**src/hdl/hdub_pkg.sv**
```systemverilog
`default_nettype none

package hdub_pkg;

  // Ring sizes
  localparam int TX_DEPTH = 64;
  localparam int RX_DEPTH = 8;

  localparam int TX_IDX_W = $clog2(TX_DEPTH);
  localparam int TX_CNT_W = $clog2(TX_DEPTH + 1);
  localparam int RX_IDX_W = $clog2(RX_DEPTH);
  localparam int RX_CNT_W = $clog2(RX_DEPTH + 1);

  // Operation codes
  localparam logic [2:0] OP_SEND     = 3'd0;
  localparam logic [2:0] OP_KEY_READ = 3'd1;
  localparam logic [2:0] OP_TX_EMPTY = 3'd2;
  localparam logic [2:0] OP_TX_DONE  = 3'd3;
  localparam logic [2:0] OP_RX_BYTE  = 3'd4;

  // Line enable bits
  localparam int EN_RX   = 0;
  localparam int EN_TX   = 1;
  localparam int EN_UDRE = 2;
  localparam int EN_TXC  = 3;
  localparam logic [3:0] LINE_EN_RESET = 4'b0010;

  // Receive filter constants
  localparam logic [7:0] RX_REJECT   = 8'hF0;
  localparam logic [7:0] RX_LOW_MASK = 8'h0F;

  localparam int IN_TDATA_W  = 24;
  localparam int OUT_TDATA_W = 24;

  typedef struct packed {
    logic [7:0] rx_byte;
    logic       tx_ninth;
    logic [7:0] tx_byte;
    logic [2:0] op;
  } item_t;

  // Packed from the top bit down, so key sits in the lowest bits
  typedef struct packed {
    logic       transmitter_on;
    logic       receiver_on;
    logic       sending;
    logic       rx_taken;
    logic       tx_dropped;
    logic [8:0] tx_word;
    logic       tx_valid;
    logic       key_valid;
    logic [7:0] key;
  } result_t;

  function automatic logic [TX_IDX_W-1:0] tx_next(input logic [TX_IDX_W-1:0] idx);
    return (idx == TX_IDX_W'(TX_DEPTH - 1)) ? '0 : idx + TX_IDX_W'(1);
  endfunction

  function automatic logic [RX_IDX_W-1:0] rx_next(input logic [RX_IDX_W-1:0] idx);
    return (idx == RX_IDX_W'(RX_DEPTH - 1)) ? '0 : idx + RX_IDX_W'(1);
  endfunction

endpackage

`default_nettype wire

```
**src/hdl/half_duplex_uart_buffer_controller_unit.sv**
```systemverilog
// Half-duplex 9-bit serial buffer controller. Each input transfer carries one host access
// (send, key read) or one line event (data empty, transmit complete, received byte) and
// yields exactly one result transfer with the popped key or word and the line status.
// One item is taken every cycle while the result side is ready. A result passes through the
// input register, then the result register, before it is presented; a stalled result holds
// the input register, which then holds in_tready low. The rate is set by the combinational
// update of the ring pointers and counts. Both rings live in RAMs with registered read that
// always prefetch the entry at the read pointer; a write to that same entry is forwarded.
// No clearing pass is needed after reset.
`default_nettype none

module half_duplex_uart_buffer_controller_unit (
  input  wire logic        clk,
  input  wire logic        rst_n,
  input  wire logic        in_tvalid,
  output      logic        in_tready,
  // op[2:0], tx_byte[10:3], tx_ninth[11], rx_byte[19:12], zero[23:20]
  input  wire logic [23:0] in_tdata,
  output      logic        out_tvalid,
  input  wire logic        out_tready,
  // key[7:0], key_valid[8], tx_valid[9], tx_word[18:10], tx_dropped[19], rx_taken[20],
  // sending[21], receiver_on[22], transmitter_on[23]
  output      logic [23:0] out_tdata
);

  localparam int TX_IDX_W    = hdub_pkg::TX_IDX_W;
  localparam int TX_CNT_W    = hdub_pkg::TX_CNT_W;
  localparam int RX_IDX_W    = hdub_pkg::RX_IDX_W;
  localparam int RX_CNT_W    = hdub_pkg::RX_CNT_W;
  localparam int OUT_TDATA_W = hdub_pkg::OUT_TDATA_W;

  // Pipeline registers
  logic                s1_valid_r;
  hdub_pkg::item_t     s1_item_r;
  logic                out_valid_r;
  hdub_pkg::result_t   result_r;
  hdub_pkg::result_t   result_nxt;
  logic                advance;
  logic                fire;

  // Ring state
  logic [TX_IDX_W-1:0] tx_head_r, tx_head_nxt;
  logic [TX_IDX_W-1:0] tx_tail_r, tx_tail_nxt;
  logic [TX_CNT_W-1:0] tx_count_r, tx_count_nxt;
  logic [RX_IDX_W-1:0] rx_head_r, rx_head_nxt;
  logic [RX_IDX_W-1:0] rx_tail_r, rx_tail_nxt;
  logic [RX_CNT_W-1:0] rx_count_r, rx_count_nxt;
  logic                sending_r, sending_nxt;
  logic [3:0]          line_en_r, line_en_nxt;

  // Transmit RAM ports and forwarding
  logic                tx_wr_en;
  logic [8:0]          tx_wr_word;
  logic [8:0]          ram_q;
  logic                byp_r;
  logic [8:0]          byp_word_r;
  logic [8:0]          tx_head_word;

  // Receive RAM ports and forwarding
  logic                rx_wr_en;
  logic [7:0]          rx_q;
  logic                rx_byp_r;
  logic [7:0]          rx_byp_word_r;
  logic [7:0]          rx_tail_word;

  assign advance   = !out_valid_r || out_tready;
  assign fire      = s1_valid_r && advance;
  assign in_tready = !s1_valid_r || advance;

  // Capture the input transfer
  always_ff @(posedge clk) begin
    if (!rst_n) begin
      s1_valid_r <= 1'b0;
    end else if (in_tready) begin
      s1_valid_r <= in_tvalid;
    end
    if (in_tvalid && in_tready) begin
      s1_item_r <= hdub_pkg::item_t'(in_tdata[19:0]);
    end
  end

  assign tx_head_word = byp_r ? byp_word_r : ram_q;
  assign tx_wr_word   = {s1_item_r.tx_ninth, s1_item_r.tx_byte};
  assign rx_tail_word = rx_byp_r ? rx_byp_word_r : rx_q;

  // Work out one item
  always_comb begin
    tx_head_nxt  = tx_head_r;
    tx_tail_nxt  = tx_tail_r;
    tx_count_nxt = tx_count_r;
    rx_head_nxt  = rx_head_r;
    rx_tail_nxt  = rx_tail_r;
    rx_count_nxt = rx_count_r;
    sending_nxt  = sending_r;
    line_en_nxt  = line_en_r;
    tx_wr_en     = 1'b0;
    rx_wr_en     = 1'b0;
    result_nxt   = '0;
    if (fire) begin
      unique case (s1_item_r.op)
        hdub_pkg::OP_SEND: begin
          if (tx_count_r != TX_CNT_W'(hdub_pkg::TX_DEPTH)) begin
            tx_wr_en     = 1'b1;
            tx_count_nxt = tx_count_r + TX_CNT_W'(1);
            tx_head_nxt  = hdub_pkg::tx_next(tx_head_r);
          end else begin
            result_nxt.tx_dropped = 1'b1;
          end
          if (!sending_r) begin
            sending_nxt                    = 1'b1;
            line_en_nxt[hdub_pkg::EN_RX]   = 1'b0;
            line_en_nxt[hdub_pkg::EN_TX]   = 1'b1;
            line_en_nxt[hdub_pkg::EN_UDRE] = 1'b1;
          end
        end
        hdub_pkg::OP_KEY_READ: begin
          if (rx_count_r != '0) begin
            result_nxt.key       = rx_tail_word;
            result_nxt.key_valid = 1'b1;
            rx_count_nxt         = rx_count_r - RX_CNT_W'(1);
            rx_tail_nxt          = hdub_pkg::rx_next(rx_tail_r);
          end
        end
        hdub_pkg::OP_TX_EMPTY: begin
          if (line_en_r[hdub_pkg::EN_UDRE]) begin
            if (tx_count_r != '0) begin
              result_nxt.tx_word  = tx_head_word;
              result_nxt.tx_valid = 1'b1;
              tx_count_nxt        = tx_count_r - TX_CNT_W'(1);
              tx_tail_nxt         = hdub_pkg::tx_next(tx_tail_r);
            end else begin
              line_en_nxt[hdub_pkg::EN_UDRE] = 1'b0;
              line_en_nxt[hdub_pkg::EN_TXC]  = 1'b1;
              sending_nxt                    = 1'b0;
            end
          end
        end
        hdub_pkg::OP_TX_DONE: begin
          if (line_en_r[hdub_pkg::EN_TXC]) begin
            line_en_nxt[hdub_pkg::EN_TX]  = 1'b0;
            line_en_nxt[hdub_pkg::EN_TXC] = 1'b0;
            line_en_nxt[hdub_pkg::EN_RX]  = 1'b1;
            rx_head_nxt                   = '0;
            rx_tail_nxt                   = '0;
            rx_count_nxt                  = '0;
          end
        end
        hdub_pkg::OP_RX_BYTE: begin
          if (line_en_r[hdub_pkg::EN_RX] && s1_item_r.rx_byte != hdub_pkg::RX_REJECT
              && (s1_item_r.rx_byte & hdub_pkg::RX_LOW_MASK) == '0
              && rx_count_r != RX_CNT_W'(hdub_pkg::RX_DEPTH)) begin
            rx_wr_en            = 1'b1;
            rx_count_nxt        = rx_count_r + RX_CNT_W'(1);
            rx_head_nxt         = hdub_pkg::rx_next(rx_head_r);
            result_nxt.rx_taken = 1'b1;
          end
        end
        default: begin
        end
      endcase
    end
    result_nxt.sending        = sending_nxt;
    result_nxt.receiver_on    = line_en_nxt[hdub_pkg::EN_RX];
    result_nxt.transmitter_on = line_en_nxt[hdub_pkg::EN_TX];
  end

  // Advance ring and line state
  always_ff @(posedge clk) begin
    if (!rst_n) begin
      tx_head_r  <= '0;
      tx_tail_r  <= '0;
      tx_count_r <= '0;
      rx_head_r  <= '0;
      rx_tail_r  <= '0;
      rx_count_r <= '0;
      sending_r  <= 1'b0;
      line_en_r  <= hdub_pkg::LINE_EN_RESET;
      byp_r      <= 1'b0;
      rx_byp_r   <= 1'b0;
    end else begin
      tx_head_r  <= tx_head_nxt;
      tx_tail_r  <= tx_tail_nxt;
      tx_count_r <= tx_count_nxt;
      rx_head_r  <= rx_head_nxt;
      rx_tail_r  <= rx_tail_nxt;
      rx_count_r <= rx_count_nxt;
      sending_r  <= sending_nxt;
      line_en_r  <= line_en_nxt;
      byp_r      <= tx_wr_en && (tx_head_r == tx_tail_nxt);
      rx_byp_r   <= rx_wr_en && (rx_head_r == rx_tail_nxt);
    end
    byp_word_r    <= tx_wr_word;
    rx_byp_word_r <= s1_item_r.rx_byte;
  end

  // Transmit ring, prefetching the entry at the next read pointer
  hdub_ram #(
    .WIDTH (9),
    .DEPTH (hdub_pkg::TX_DEPTH)
  ) u_tx_ram (
    .clk     (clk),
    .wr_en   (tx_wr_en),
    .wr_addr (tx_head_r),
    .wr_data (tx_wr_word),
    .rd_addr (tx_tail_nxt),
    .rd_data (ram_q)
  );

  // Receive ring, prefetching the entry at the next read pointer
  hdub_ram #(
    .WIDTH (8),
    .DEPTH (hdub_pkg::RX_DEPTH)
  ) u_rx_ram (
    .clk     (clk),
    .wr_en   (rx_wr_en),
    .wr_addr (rx_head_r),
    .wr_data (s1_item_r.rx_byte),
    .rd_addr (rx_tail_nxt),
    .rd_data (rx_q)
  );

  // Hold the result until its transfer
  always_ff @(posedge clk) begin
    if (!rst_n) begin
      out_valid_r <= 1'b0;
    end else if (advance) begin
      out_valid_r <= s1_valid_r;
    end
    if (fire) begin
      result_r <= result_nxt;
    end
  end

  assign out_tvalid = out_valid_r;
  assign out_tdata  = OUT_TDATA_W'(result_r);

endmodule

`default_nettype wire

```
**src/hdl/hdub_ram.sv**
```systemverilog
`default_nettype none

module hdub_ram #(
  parameter int WIDTH = 8,
  parameter int DEPTH = 16
) (
  input  wire logic                     clk,
  input  wire logic                     wr_en,
  input  wire logic [$clog2(DEPTH)-1:0] wr_addr,
  input  wire logic [WIDTH-1:0]         wr_data,
  input  wire logic [$clog2(DEPTH)-1:0] rd_addr,
  output      logic [WIDTH-1:0]         rd_data
);

  logic [WIDTH-1:0] mem [DEPTH];
  logic [WIDTH-1:0] rd_data_r;

  // Write port and registered read port
  always_ff @(posedge clk) begin
    if (wr_en) begin
      mem[wr_addr] <= wr_data;
    end
    rd_data_r <= mem[rd_addr];
  end

  assign rd_data = rd_data_r;

endmodule

`default_nettype wire

```
**config.mk**
```make
export PLATFORM = sky130hd
export DESIGN_NAME = half_duplex_uart_buffer_controller_unit
export DESIGN_NICKNAME = d
export VERILOG_FILES = /design/src/hdl/hdub_pkg.sv /design/src/hdl/half_duplex_uart_buffer_controller_unit.sv /design/src/hdl/hdub_ram.sv
export SDC_FILE = /design/constraint.sdc
export NUM_CORES = 1
export LEC_CHECK = 0
export BUFFER_PORTS_ARGS = -buffer_cell sky130_fd_sc_hd__buf_2
export CORE_MARGIN = 3
export CORE_UTILIZATION = 40
export CTS_CLUSTER_DIAMETER = 40
export DETAILED_ROUTE_END_ITERATION = 10
export GPL_TIMING_DRIVEN = 0
export HOLD_SLACK_MARGIN = 0.05
export PLACE_DENSITY = 0.65
export SYNTH_ARGS = -nofsm -noshare
export SYNTH_HDL_FRONTEND = slang
export SYNTH_SLANG_ARGS = --single-unit
```
**constraint.sdc**
```tcl
create_clock -name clk -period 7.5 [get_ports clk]
set_input_delay 0.375 -clock clk [delete_from_list [all_inputs] [get_ports clk]]
set_output_delay 0.375 -clock clk [all_outputs]
set_load 0.05 [all_outputs]
```
Word-level counts from Yosys, hierarchy flattened
Memories as Yosys holds them, arrays and structs flattened. A register that Yosys moved wholly into a read port is not among the register bits.
Index checks and enable logic that the tools add are counted.
- bits in registers: 99
- memory bits (writable): 640
- bits of input ports: 28
- output and inout bits: 26
- word-level logic and storage cells: 138
- memories kept: 2
- add/sub/neg operators: 8
- equality and inequality tests: 21
- multiplexer cells: 50
- reduce and logical (&&, ||, !) cells: 28
- memory list (memory ; words ; bits a word ; read ports ; clocked after memory_dff ; write ports ; RTL line ; RTL):
    u_tx_ram.mem ; 64 ; 9 ; 1 ; 1 ; 1 ; hdub_ram.sv:15 ; logic [WIDTH-1:0] mem [DEPTH];
    u_rx_ram.mem ; 8 ; 8 ; 1 ; 1 ; 1 ; hdub_ram.sv:15 ;
- operator list (kind ; number):
    6-bit 2-to-1 mux ; 6
    3-bit 2-to-1 mux ; 8
    7-bit 2-to-1 mux ; 3
    9-bit 2-to-1 mux ; 2
    2-bit != test (second input constant) ; 8
    1-bit 2-to-1 mux ; 15
    7-bit one-hot mux with 2 select lines ; 1
    6-bit by 1-bit adder with 6-bit output (second input constant) ; 2
    6-bit == test (second input constant) ; 2
    4-bit 2-to-1 mux ; 3
    3-bit one-hot mux with 2 select lines ; 2
    4-bit one-hot mux with 3 select lines ; 1
    5-bit AND reduction ; 2
    3-bit == test (second input constant) ; 3
    3-bit AND reduction ; 3
    8-bit zero test ; 1
    2-bit 2-to-1 mux ; 4
    8-bit 2-to-1 mux ; 1
    8-bit != test (second input constant) ; 1
    4-bit AND reduction ; 2
    7-bit by 1-bit adder with 7-bit output (second input constant) ; 1
    1-bit logical AND ; 7
    7-bit != test (second input constant) ; 1
    7-bit nonzero test ; 1
    other kinds (18) ; 27

Depth between registers and ports, before layout
- depth in word-level cells: 9
- gate-level depth with buffers: 14
- gate-level depth less buffers: 10

By module
A second synthesis with hierarchy kept.
- cells, all modules: 1507
- area total of the unflattened synthesis: 29564.6 µm²
- by module, submodules not included (module ; instances ; cells an instance ; area each (µm²) ; seq. area each (µm²)):
    hdub_ram at u_tx_ram ; 1 ; 1020 ; 22594.2 ; 17476.8
    half_duplex_uart_buffer_controller_unit ; 1 ; 373 ; 4279.1 ; 2422.3
    hdub_ram at u_rx_ram ; 1 ; 114 ; 2691.3 ; 2082.0

Worst setup path after synthesis
Ideal clock, no wire load.
- path kind: reg2reg
- start point: register out_valid_r, in the netlist out_tvalid
- end point: memory u_tx_ram.mem[39][0] (enable)
- library setup time: 0.374 ns
- data arrival time: 2.667 ns
- data required time: 7.126 ns
- setup slack: 4.459 ns
- cell stages (with the launch flop): 9
- buffers on the path: 1
- clock period less this slack: 3.041 ns
- cell sequence: dfxtp_1 -> nand2b_1 -> nand2_1 -> or3_1 -> nor3b_1 -> clkbuf_1 -> nor2b_1 -> nand3b_1 -> nor2_1
- word-level cells in the longest chain between the ends: 6
- ends and longest elaborated chain (element ; RTL line ; RTL):
    start, declared ; half_duplex_uart_buffer_controller_unit.sv:35 ; logic out_valid_r;
    start signal, assigned ; half_duplex_uart_buffer_controller_unit.sv:227 ; out_valid_r <= s1_valid_r;
    1-bit zero test ; half_duplex_uart_buffer_controller_unit.sv:66 ; assign advance = !out_valid_r || out_tready;
    1-bit logical OR ; half_duplex_uart_buffer_controller_unit.sv:66 ;
    1-bit logical AND ; half_duplex_uart_buffer_controller_unit.sv:67 ; assign fire = s1_valid_r && advance;
    1-bit 2-to-1 mux ; half_duplex_uart_buffer_controller_unit.sv:99 ; if (fire) begin
    1-bit 2-to-1 mux ; hdub_ram.sv:20 ; if (wr_en) begin
    1-bit 2-to-1 mux (implied by the code) ; hdub_ram.sv:21 ; mem[wr_addr] <= wr_data;
    end, declared ; hdub_ram.sv:15 ;
No other way between the ends.

Worst setup path after layout
- start point: register s1_item_r[1] in the netlist's numbering
- end point: register u_tx_ram.rd_data_r[5], in the netlist u_tx_ram.rd_data[5] (read register of u_tx_ram.mem)
- word-level cells in the longest chain between the ends: 3
- ends and longest elaborated chain (element ; RTL line ; RTL):
    start, declared ; half_duplex_uart_buffer_controller_unit.sv:34 ; hdub_pkg::item_t s1_item_r;
    start signal, assigned ; half_duplex_uart_buffer_controller_unit.sv:78 ; s1_item_r <= hdub_pkg::item_t'(in_tdata[19:0]);
    3-bit by 2-bit == test with 1-bit output ; half_duplex_uart_buffer_controller_unit.sv:100 ; unique case (s1_item_r.op)
    6-bit 2-to-1 mux ; half_duplex_uart_buffer_controller_unit.sv:100 ;
    6-bit 2-to-1 mux ; half_duplex_uart_buffer_controller_unit.sv:99 ;
    end, declared ; hdub_ram.sv:16 ; logic [WIDTH-1:0] rd_data_r;
No other way between the ends.
A chain may end at the register's enable or synchronous reset.

==> summary.txt <==
STA
  • Final setup violation count: 0
  • RSZ-0062 raised after global routing: no
  • WHS: 0.156 ns
  • Pins Over Slew Limit: 0
  • Post-route setup TNS: 0 ns
  • Final period util: 0.636
  • Peak Freq: 209 MHz
  • Crit path time final: 4.77 ns
  • Hold Vio Cnt, Final: 0
  • Least-Margin Pin Slew: 1.24 ns
  • Rel. slew slack: 0.167
  • Clock Skews: 0.0303 ns

Yosys
  • Synth Register Bits: 756
  • Count leader, synth: edfxtp_1
  • Register area share after synthesis: 0.731
  • Top area cells in the synthesized netlist: edfxtp_1 (68%), dfxtp_1 (4.8%), nand2_1 (4.5%)
  • Avg Inst Size Synth: 14.8 um2
  • Synthesized Nets: 2079
  • Area share of the largest cell type after synthesis: 0.683
  • Fraction of registers with async set/reset: 0
  • Synthesized area: 0.0301 mm2
  • Syn Inst Count: 2036
  • EDFF count, synth: 684
  • Post-synth top cells: edfxtp_1 (684), nand2_1 (358), nor2_1 (119), nand3_1 (106), dfxtp_1 (72)
  • Area leader, netlist: edfxtp_1
  • Yosys Warn Count: 0
  • Most used DFF post-synth: edfxtp_1
  • Distinct cell type count after synthesis: 78

Status
  • Status: finished clean

Floorplanning
  • # IOs: 54
  • Row count: 99
  • Core Footprint: 0.0737 mm2
  • Horiz. Die Dim: 280 um
  • Initial core utilization: 0.408
  • DIE AREA: 0.0785 mm2
  • Die Y: 280 um

Critical path
  • Reg-to-reg startpoint: s1_item_r[1]$_DFFE_PP_
  • Reg2reg setup slack: 2.73 ns
  • Crit path from: s1_item_r[1]$_DFFE_PP_
  • Crit Path Class: reg2reg
  • CP Launch Type: flop
  • CP max FO: 10
  • Path depth of the worst reg2reg path: 11
  • CP Capture Type: flop
  • Worst r2r dst: u_tx_ram.rd_data[5]$_DFF_P_
  • Worst EP required: 7.94 ns
  • Crit path DAT: 5.21 ns

Power and ir drop
  • Pwr dens: 263 mW/mm2
  • VDD IR-drop max: 0.162 mV
  • Pleak: 0.0120 uW

CTS
  • # resized after CTS: 0
  • Root Buffer: clkbuf_16
  • Clk_lat worst skew: 0.66 ns
  • # Post-CTS Setup Buffers: 0
  • Post-cts hold buffer count: 21
  • CTS tree: done
  • Clock transition at path regs: 0.05 ns
  • Num CTS Buffers: 91
  • Clock Sinks: 756
  • Htree depth: 3
  • Clock buffer depth: 3

Layout
  • Area delta synth->final: 17.6%
  • Final nets: 2259
  • Ratio of cells with drive above 1 in the final layout: 0.150
  • Final core utilization: 0.480

Placement
  • Placer Congestion: 0.990
  • Post-DP HPWL: 58200 um
  • # port buffers: 48

Min path
  • Hold path endpoint: out_tvalid$_SDFFE_PN0P_
  • Worst Hold Depth: 3
  • Min-Delay Path Class: in2reg
  • Hold_sp: out_tready

Drt
  • Routed Antenna Nets: 0
  • Vias: 19.3k
  • Starting DRT DRC Count: 2464
  • Router iterations before antenna repair: 6
  • Routed WL per cell: 27.0 um
  • # DRC: 0
  • Via/cell ratio: 5.92
  • Final wirelength: 87700 um

Flow run
  • Max Cap Viol: 0

GRT
  • Vias in the first global route: 18.7k
  • Congestion Overflow GR: 0
  • Largest net degree at the start of global routing: 35
  • Initial antenna violation count: 3
  • First-pass GRT wire length: 127000 um
  • Total track usage: 0.222
power breakdown:
part | leakage, uW | switching [uW] | internal, uW
clock network | 0.00151 | 1800 | 2700
registers | 0.00676 | 32.2 | 4610
logic | 0.00372 | 96.4 | 52.8
routing by layer:
| metal | part of all wire | vias to the layer above | GRT usage |
|---|---|---|---|
| li1 | - | 8168 | - |
| met1 | 0.38 | 9610 | 0.287 |
| met2 | 0.45 | 1196 | 0.341 |
| met3 | 0.11 | 297 | 0.0622 |
| met4 | 0.057 | 2 | 0.118 |
| met5 | 0.00014 | - | 0 |
final cells by class:
| type | count | area, um2 |
|---|---|---|
| diodes | 1 | 2.50 |
| multi-input cells | 1151 | 7500 |
| repair buffers | 87 | 933 |
| fillers | 6083 | 38300 |
| inverters | 9 | 33.8 |
| clock inverters | 64 | 709 |
| flip-flops and latches | 756 | 22000 |
| well taps | 959 | 1200 |
| clock buffers | 106 | 2430 |
| plain buffers | 120 | 589 |
flip-flops by register name, indices dropped and copies added (netlist names):
| signal | flops |
|---|---|
| tx_tail_r | 6 |
| rx_tail_r | 3 |
| u_rx_ram.mem | 64 |
| u_tx_ram.rd_data | 9 |
| out_tdata | 24 |
| sending_r | 1 |
| rx_count_r | 4 |
| tx_head_r | 6 |
| out_tvalid | 1 |
| rx_head_r | 3 |
| s1_item_r | 20 |
| rx_byp_word_r | 8 |
| u_rx_ram.rd_data | 8 |
| u_tx_ram.mem | 576 |
| byp_word_r | 9 |
| tx_count_r | 7 |
| byp_r | 1 |
| s1_valid_r | 1 |
| rx_byp_r | 1 |
| line_en_r | 4 |
cell families (layout without fill, tap and decap cells):
kind of cell | after synthesis | in the layout | synth area share
DFF | 756 | 756 | 0.731
and+or+nand+nor | 730 | 730 | 0.109
AOI/OAI and AO/OA | 262 | 262 | 0.0638
buffers and inverters | 129 | 386 | 0.0207
muxes | 117 | 117 | 0.0601
xor gates and xnor gates | 27 | 27 | 0.00873
adders and majority gates | 15 | 15 | 0.00674
other | 0 | 1 | 0
layout by cell type (no fill, tap or decap), types with 16 or more instances in the layout:
cell type / count
and3_1: 49
o21ai_0: 40
edfxtp_1: 684
xnor2_1: 19
and2_1: 24
dlygate4sd3_1: 21
a21oi_1: 27
nand2_1: 358
a211oi_1: 44
buf_16: 17
nand3_1: 106
buf_2: 84
a31oi_1: 16
mux4_2: 51
nor2_1: 119
dfxtp_1: 72
a311oi_1: 41
clkbuf_16: 95
mux2i_1: 66
clkbuf_1: 65
critical path, stage by stage, from the launching register on:
cell and delay [ns]:
edfxtp_1 0.51, nor3b_4 0.52, nand3_1 0.27, o21ai_2 0.56, and2_0 0.19, buf_2 0.14
buf_4 0.20, clkbuf_1 0.64, nand2_1 0.45, o21ai_0 0.52, a221o_1 0.32, o311ai_1 0.22
worst max path at each step:
stage,end,slack [ns]
2_1_floorplan,u_tx_ram.mem[39][0]$_DFFE_PP_,4.46
3_3_place_gp,u_tx_ram.rd_data[2]$_DFF_P_,2.18
3_5_place_dp,u_tx_ram.rd_data[1]$_DFF_P_,3.00
4_1_cts,u_tx_ram.rd_data[6]$_DFF_P_,2.96
5_1_grt,u_tx_ram.rd_data[6]$_DFF_P_,2.73
6_report,u_tx_ram.rd_data[5]$_DFF_P_,2.73
through the flow:
| stage | setup slack, ns | area, um2 | total power (uW) | instances |
|---|---|---|---|---|
| final | 2.73 | 35400 | 9300 | 3253 |
| after global routing | 2.73 | 35400 | 9520 | 3252 |
| after CTS | 2.96 | 35400 | 9320 | 3252 |
| after detailed placement | 3.00 | 32000 | 4870 | 3061 |
| after global placement | 2.18 | 31500 | 4840 | 3043 |
| after floorplan | 4.46 | 30100 | 4780 | 2036 |
Note: power is estimated with default switching activity, not from simulation.
